===== config.mk =====
export PLATFORM = sky130hd
export DESIGN_NAME = tsct_dcell
export DESIGN_NICKNAME = d
export VERILOG_FILES = /design/src/sv/tsct_pkg.sv /design/src/sv/tsct_dcell.sv
export SDC_FILE = /design/constraint.sdc
export NUM_CORES = 1
export LEC_CHECK = 0
export BUFFER_PORTS_ARGS = -buffer_cell sky130_fd_sc_hd__buf_2
export CAP_MARGIN = 20
export CORE_AREA = 4 4 256 258
export CTS_CLUSTER_DIAMETER = 150
export DETAILED_ROUTE_END_ITERATION = 7
export DIE_AREA = 0 0 260 262
export GPL_ROUTABILITY_DRIVEN = 0
export PLACE_DENSITY = 0.46
export SLEW_MARGIN = 20
export SYNTH_ARGS = -nofsm -noshare
export SYNTH_HDL_FRONTEND = slang
export SYNTH_SLANG_ARGS = --single-unit

===== constraint.sdc =====
create_clock -name clk -period 0.8 [get_ports clk]
set_input_delay 0.04 -clock clk [delete_from_list [all_inputs] [get_ports clk]]
set_output_delay 0.04 -clock clk [all_outputs]
set_load 0.01 [all_outputs]

===== src/sv/tsct_pkg.sv =====
// Package of the sine/cosine/tangent unit: widths, codes and stage records.
// No dependencies; used by every module of the block.
package tsct_pkg;

	localparam int FRAC  = 28;
	localparam int TERMS = 9;
	localparam int AW    = 32;
	localparam int OW    = 48;
	localparam int X2W   = 2 * AW - 1 - FRAC;
	localparam int MW    = 63;
	localparam int TW    = 64;
	localparam int QB    = 51;
	localparam int RSH   = 72;
	localparam int RW    = 72;
	localparam int DW    = 9;
	localparam int LAT   = 4 * (TERMS - 1) + QB + 6;

	localparam logic [1:0] FUNC_SIN = 2'd0;
	localparam logic [1:0] FUNC_COS = 2'd1;
	localparam logic [1:0] FUNC_TAN = 2'd2;

	localparam logic signed [TW-1:0] ONE      = 64'sd1 <<< FRAC;
	localparam logic [MW-1:0]        WORK_LIM = {1'b1, 62'd0};
	localparam logic signed [OW-1:0] OUT_MAX  = {1'b0, {(OW-1){1'b1}}};
	localparam logic signed [OW-1:0] OUT_MIN  = {1'b1, {(OW-1){1'b0}}};

	typedef struct packed {
		logic [1:0]              func;
		logic signed [AW-1:0]    x;
	} side_t;

	typedef struct packed {
		side_t                   side;
		logic [X2W-1:0]          x2;
		logic signed [TW-1:0]    t;
		logic                    flag;
	} hor_t;

	typedef struct packed {
		side_t                   side;
		logic [MW-1:0]           rem;
		logic [QB-1:0]           num;
		logic [QB-1:0]           q;
		logic [MW-1:0]           uc;
		logic                    neg;
		logic                    s_neg;
		logic                    zero;
		logic                    qsat;
		logic                    flag;
		logic signed [TW-1:0]    v;
	} div_t;

endpackage


===== src/sv/tsct_dcell.sv =====
// One quotient bit of the tangent divider: shift in a dividend bit, compare, subtract.
// Depends on tsct_pkg; one register stage per cell.
module tsct_dcell (
	input  logic            clk,
	input  logic            arst_n,
	input  logic            vin,
	input  tsct_pkg::div_t  din,
	output logic            vout,
	output tsct_pkg::div_t  dout
);
	import tsct_pkg::*;

	logic [MW:0] r2, rn;
	logic        ge;
	div_t        nxt;

	always_comb begin
		r2  = {din.rem, din.num[QB-1]};
		ge  = r2 >= {1'b0, din.uc};
		rn  = ge ? r2 - {1'b0, din.uc} : r2;
		nxt = din;
		nxt.rem = rn[MW-1:0];
		nxt.num = din.num << 1;
		nxt.q   = {din.q[QB-2:0], ge};
	end

	always_ff @(posedge clk or negedge arst_n) begin
		if (!arst_n) begin
			vout <= 1'b0;
		end else begin
			vout <= vin;
		end
	end

	always_ff @(posedge clk) begin
		dout <= nxt;
	end

endmodule


==> impl_metrics.env, run 1 <==
export IMPL_status="finished with violations"
export IMPL_violations="negative hold slack, negative setup slack"
export IMPL_grt_pass1_vias=14680
export IMPL_tns_ns=-158.46
export IMPL_synth_edf_count=0
export IMPL_synth_mux_area_fraction_pct=0.09846
export IMPL_setup_slack_ns=-1.283
export IMPL_internal_power_mw=38.09
export IMPL_seqCellArea_um2=6975
export IMPL_firstDrtPassIters=5
export IMPL_setup_viol=395
export IMPL_wl_um=74990
export IMPL_synth_compound_area_share_pct=15.59
export IMPL_finalHoldViolations=6
export IMPL_synth_area_leaders="dfxtp_1 58%, ha_1 6.9%, a21oi_1 4.9%"
export IMPL_yosys_warnings=0
export IMPL_rsz0062_at_grt="yes"
export IMPL_grt_pass1_wl_um=102200
export IMPL_hp_class="input port to register"
export IMPL_pre_cts_ws_ns=-2.215
export IMPL_core_um2=62970
export IMPL_viasPerCell=4.046
export IMPL_vias=13440
export IMPL_drtIter0Drc=480
export IMPL_hold_end="dout[69]"
export IMPL_yosys_area_top_type="dfxtp_1"
export IMPL_grt_use_total_pct=20.61
export IMPL_grt_overflow=0
export IMPL_synthAdderAreaFrac_pct=7.067
export IMPL_power_density_nw_per_um2=2031
export IMPL_port_buffers=663
export IMPL_worstPathArrival_ns=2.56
export IMPL_clockBufferDepth=3
export IMPL_synthCells=1108
export IMPL_multiInputGateArea_um2=5261
export IMPL_synthXorXnorAreaFrac_pct=4.288
export IMPL_ant_nets=0
export IMPL_hold_ws_ns=-0.4128
export IMPL_die_h_um=262
export IMPL_dp_hpwl_um=58580
export IMPL_required_ns=1.28
export IMPL_die_area_um2=68120
export IMPL_synth_fp_nets=1506
export IMPL_synth_top_area_share_pct=57.76
export IMPL_fmax_mhz=480.1
export IMPL_post_drt_wl_per_cell_um=22.58
export IMPL_pwr_share_seq_pct=35.5
export IMPL_synth_top_family_by_area="compound AO/OA/AOI/OAI gates"
export IMPL_slew_violations=0
export IMPL_seq_area_frac_synth_pct=57.98
export IMPL_dpl_cell_area_um2=17960
export IMPL_areaGrowthSynthToFinish_pct=129.5
export IMPL_worstSetupPathType="input port to register"
export IMPL_p_leak_nw=12.17
export IMPL_cts_root_buf="clkbuf_16"
export IMPL_dp_cells=2874
export IMPL_holdCritStartpoint="din[69]"
export IMPL_synth_top_flop_cell="dfxtp_1"
export IMPL_antenna_found_initial=34
export IMPL_ys_ff_latch=331
export IMPL_final_nets=2832
export IMPL_core_rowCount=92
export IMPL_p_clk_share_pct=38.0
export IMPL_grt_max_degree=22
export IMPL_io_pins=666
export IMPL_min_period_ns=2.083
export IMPL_final_layout_size_suffix_gt1_share_pct=61.50
export IMPL_numCtsBuffers=43
export IMPL_cts_tree="done"
export IMPL_holdPathStages=1
export IMPL_final_cells=3321
export IMPL_synth_simple_gate_area_share_pct=10.48
export IMPL_start_kind="input port"
export IMPL_drc=0
export IMPL_num_fill_cells=6118
export IMPL_path_clk_slew_ns=0.06
export IMPL_post_route_util_pct=41.70
export IMPL_crit_fanout=7
export IMPL_async_reset_ff_share_pct=0.3021
export IMPL_drv_cap=0
export IMPL_syn_avg_cell_area_um2=10.32
export IMPL_clock_sink_count=331
export IMPL_finalCritPeriodShare_pct=260.4
export IMPL_synthesis_area_um2=11440
export IMPL_ir_worst_vdd_uv=1472
export IMPL_crit_path_end_kind="register"
export IMPL_initial_core_util_pct=18.16
export IMPL_pwr_share_comb_pct=26.5
export IMPL_p_sw_share_pct=28.55
export IMPL_finalInstanceArea_um2=26250
export IMPL_htree_levels=2
export IMPL_fp_dieW_um=260
export IMPL_ys_types=68
export IMPL_p_switching_mw=15.22
## power groups by stage
stage          logic (mW)  registers (mW)  clock network [mW]
2_1_floorplan        3.30            19.4                   0
5_1_grt              15.1            19.1                21.4
3_5_place_dp         9.99            18.7                   0
3_3_place_gp         9.94            18.8                   0
6_report             14.1            18.9                20.3
4_1_cts              13.4            18.8                20.7
## final cells by class
type | count | area share, %
sequential | 331 | 26.57
timing repair inverter | 2 | 0.1239
clock inverter | 18 | 1.001
multi-input combinational | 655 | 20.04
inverter | 79 | 1.234
antenna | 10 | 0.09532
tap | 846 | 4.032
timing repair buffer | 1322 | 42.36
clock buffer | 58 | 4.542
## cells in the mapped netlist (all sizes together) (11+ instances only)
master  instances
dfxtp         330
a21oi         123
inv            79
nor2           77
nand2          68
ha             63
o21ai          58
a21o           34
xor2           33
clkbuf         28
nand4          24
xnor2          23
nor3           17
buf            15
nand3          13
o21bai         11
## cell families (layout without fill, tap and decap cells)
logic type / Yosys count / in the layout
buf+inv: 122 / 1479
compound gates: 284 / 284
xor+xnor: 56 / 56
mux: 1 / 1
fa+ha+maj: 64 / 64
flops: 331 / 331
simple gates: 249 / 249
other cells: 1 / 11
## worst max-delay path, stage by stage
cell and delay [ns]:
buf_2 0.09, inv_1 0.04, ha_1 0.29, buf_4 0.15, nand4_1 0.16, or2_2 0.36
nor3_2 0.31, o31a_1 0.26, or2_4 0.18, a41oi_4 0.15, o211ai_1 0.29, nand4b_1 0.13
o211ai_1 0.10
## sequential cells by signal, summed over array words and instances, names as in the netlist
| name | cells |
|---|---|
| dout | 330 |
| vout | 1 |
## layout by cell type (no fill, tap or decap), types with 8 or more instances in the layout
master         instances
o21ai_2                8
nor3_1                13
buf_4                304
xor2_1                31
o21ai_0               31
ha_4                  14
ha_1                  46
o21a_1                 8
a21oi_2               54
nand2_1               65
clkbuf_16             46
o21ai_1               19
buf_6                287
a21oi_1               67
clkbuf_1               9
dlygate4sd3_1        328
o21bai_1              10
buf_12                 8
diode_2               10
dfxtp_1               57
nor2_1                36
nor2_4                35
a21o_1                34
dfxtp_2              272
nand2b_1               8
nand4_1               24
inv_1                 74
nand3_1               10
xnor2_1               21
buf_2                383
## worst max-delay path by stage
stage / from / end / slack (ns) / cells past startpoint
floorplan: din[233] / dout[269] / -1.61 / 16
global placement: din[83] / dout[275] / -2.19 / 13
detailed placement: din[80] / dout[293] / -2.22 / 15
CTS: din[233] / dout[294] / -1.28 / 18
global route: din[233] / dout[293] / -1.43 / 16
finish: din[103] / dout[293] / -1.28 / 13
## per-layer routing
metal	track usage [%]	up-vias	wire, µm
li1	-	6475	-
met1	21.44	6287	26840
met2	38.58	486	38840
met3	5.666	160	5189
met4	9.339	28	3938
met5	0	-	183
## per-stage QoR
stage / hold WS (ns) / total power, mW
after floorplan: -0.2556 / 22.69
after global placement: -0.1576 / 28.70
after detailed placement: -0.1538 / 28.69
after CTS: -0.4525 / 52.98
after global routing: -0.4440 / 55.55
final: -0.4128 / 53.31
## what timing repair did
item,CTS,global route
gates cloned,5,3
pin swaps,52,31
setup endpoints to repair,395,395
resized for setup,748,218
hold buffers,321,7
endpoints found under the hold margin,331,11
setup buffers,19,7
Note: power is estimated with default switching activity, not from simulation.
==> run 2: changes to the inputs <==
--- a/config.mk
+++ b/config.mk
@@ -12,7 +12,7 @@
 export DETAILED_ROUTE_END_ITERATION = 7
 export DIE_AREA = 0 0 260 262
 export GPL_ROUTABILITY_DRIVEN = 0
-export PLACE_DENSITY = 0.46
+export PLACE_DENSITY = 0.4
 export SLEW_MARGIN = 20
 export SYNTH_ARGS = -nofsm -noshare
 export SYNTH_HDL_FRONTEND = slang
==> impl_metrics.env, run 2 (synthesis results as in run 1) <==
export IMPL_worstSetupPathType="input port to register"
export IMPL_mostFrequentLayoutCells="396 x buf_2, 329 x dlygate4sd3_1, 294 x buf_4"
export IMPL_setup_slack_ns=-1.306
export IMPL_largest_reg_flops=330
export IMPL_hold_ws_ns=-0.3947
export IMPL_pre_cts_ws_ns=-2.239
export IMPL_status="finished with violations"
export IMPL_p_leak_nw=12.07
export IMPL_final_common_cell="buf_2"
export IMPL_holdCritStartpoint="din[69]"
export IMPL_initial_core_util_pct=18.16
export IMPL_grt_overflow=0
export IMPL_reg_top3="dout (330), vout (1)"
export IMPL_grt_max_degree=22
export IMPL_post_drt_wl_per_cell_um=22.37
export IMPL_power_density_nw_per_um2=1984
export IMPL_violations="negative hold slack, negative setup slack"
export IMPL_die_area_um2=68120
export IMPL_hold_end="dout[69]"
export IMPL_antenna_found_initial=30
export IMPL_hp_class="input port to register"
export IMPL_crit_fanout=4
export IMPL_clock_sink_count=331
export IMPL_setup_viol=395
export IMPL_p_clk_share_pct=36.4
export IMPL_fp_dieW_um=260
export IMPL_path_clk_slew_ns=0.06
export IMPL_finalHoldViolations=5
export IMPL_final_nets=2819
export IMPL_cts_root_buf="clkbuf_16"
export IMPL_num_fill_cells=6155
export IMPL_required_ns=1.24
export IMPL_p_switching_mw=14.87
export IMPL_seqCellArea_um2=6958
export IMPL_drc=0
export IMPL_worstPathArrival_ns=2.54
export IMPL_die_h_um=262
export IMPL_top_register="dout"
export IMPL_min_period_ns=2.106
export IMPL_slew_violations=0
export IMPL_dp_hpwl_um=58280
export IMPL_grt_pass1_vias=14310
export IMPL_grt_pass1_wl_um=99970
export IMPL_htree_levels=2
export IMPL_viasPerCell=4.014
export IMPL_pwr_share_seq_pct=36.4
export IMPL_holdPathStages=1
export IMPL_pwr_share_comb_pct=27.2
export IMPL_vias=13280
export IMPL_internal_power_mw=36.97
export IMPL_crit_path_end_kind="register"
export IMPL_rsz0062_at_grt="yes"
export IMPL_multiInputGateArea_um2=5440
export IMPL_p_sw_share_pct=28.69
export IMPL_port_buffers=663
export IMPL_drv_cap=0
export IMPL_finalCritPeriodShare_pct=263.2
export IMPL_fmax_mhz=474.9
export IMPL_final_cells=3309
export IMPL_grt_use_total_pct=20.24
export IMPL_final_layout_size_suffix_gt1_share_pct=61.64
export IMPL_core_rowCount=92
export IMPL_io_pins=666
export IMPL_ant_nets=0
export IMPL_core_um2=62970
export IMPL_ir_worst_vdd_uv=1449
export IMPL_dp_cells=2861
export IMPL_drtIter0Drc=504
export IMPL_firstDrtPassIters=6
export IMPL_start_kind="input port"
export IMPL_numCtsBuffers=41
export IMPL_areaGrowthSynthToFinish_pct=128.4
export IMPL_cts_tree="done"
export IMPL_wl_um=74010
export IMPL_clockBufferDepth=3
==> run 2: cell types whose count changed in the layout (fill, tap and decap cells not counted), moves of 10 or more <==
| cell | before | now |
|---|---|---|
| dfxtp_1 | 57 | 71 |
| dfxtp_2 | 272 | 258 |
| buf_6 | 287 | 273 |
| buf_2 | 383 | 396 |
| nor2_4 | 35 | 18 |
| nor2_2 | 6 | 16 |
| buf_4 | 304 | 294 |
==> run 2: area by class of cell <==
cell class	count	area share [%]
diodes	10	0.09578
clock buffers	59	4.569
clock inverters	16	0.6369
inverters	79	1.240
multi-input cells	655	20.82
flip-flops and latches	331	26.63
well taps	846	4.051
repair buffers	1313	41.95
==> run 2: what timing repair did <==
| action | in CTS | in global routing |
|---|---|---|
| hold buffers | 325 | 4 |
| pin swaps | 60 | 55 |
| setup buffers | 31 | 12 |
| gates cloned | 4 | 2 |
| endpoints found under the setup margin | 395 | 395 |
| gates resized for setup | 708 | 265 |
| endpoints found under the hold margin | 331 | 8 |
==> run 2: worst max-delay path: stages <==
cell	delay, ns
buf_12	0.09
inv_12	0.03
ha_4	0.15
fa_2	0.41
nor2b_4	0.16
o2111ai_4	0.17
buf_6	0.16
a211oi_2	0.16
buf_4	0.16
o21ai_4	0.06
a21oi_4	0.20
o21ai_4	0.11
o22ai_1	0.14
buf_4	0.17
a21oi_2	0.06
xor2_1	0.16
a21oi_1	0.09
==> run 2: per-layer routing <==
layer	vias up	GRT usage, %	share of wire [%]
met4	30	6.356	4.1
met2	457	38.95	53
met1	6224	21.37	35
li1	6436	-	-
met3	135	5.464	7.1
met5	-	0	0.25
==> run 2: power by group through the flow <==
stage	clock [mW]	sequential [mW]	combinational, mW
floorplan	0	19.4	3.30
global placement	0	18.7	9.97
detailed placement	0	18.7	9.99
CTS	19.5	18.7	13.4
global route	20.0	19.0	15.1
finish	18.9	18.9	14.1
==> run 2: per-stage QoR <==
stage / total power [mW] / hold slack [ns] / util [%] / area, µm² / TNS, ns
after floorplan: 22.69 / -0.2556 / - / 11480 / -99.24
after global placement: 28.68 / -0.1776 / 28.39 / 17880 / -126.75
after detailed placement: 28.65 / -0.1727 / 28.39 / 17880 / -128.17
after CTS: 51.66 / -0.4341 / 39.73 / 25020 / -166.85
after global routing: 54.16 / -0.4250 / 41.48 / 26120 / -174.04
final: 51.85 / -0.3947 / 41.50 / 26130 / -153.27
==> run 2: how the worst max path moves through the flow <==
stage	end	depth (start not counted)	slack [ns]	start
after floorplan	dout[269]	16	-1.61	din[233]
after global placement	dout[292]	16	-2.19	din[233]
after detailed placement	dout[292]	16	-2.24	din[233]
after CTS	dout[246]	18	-1.28	din[233]
after global routing	dout[234]	17	-1.40	din[233]
final	dout[292]	17	-1.31	din[233]
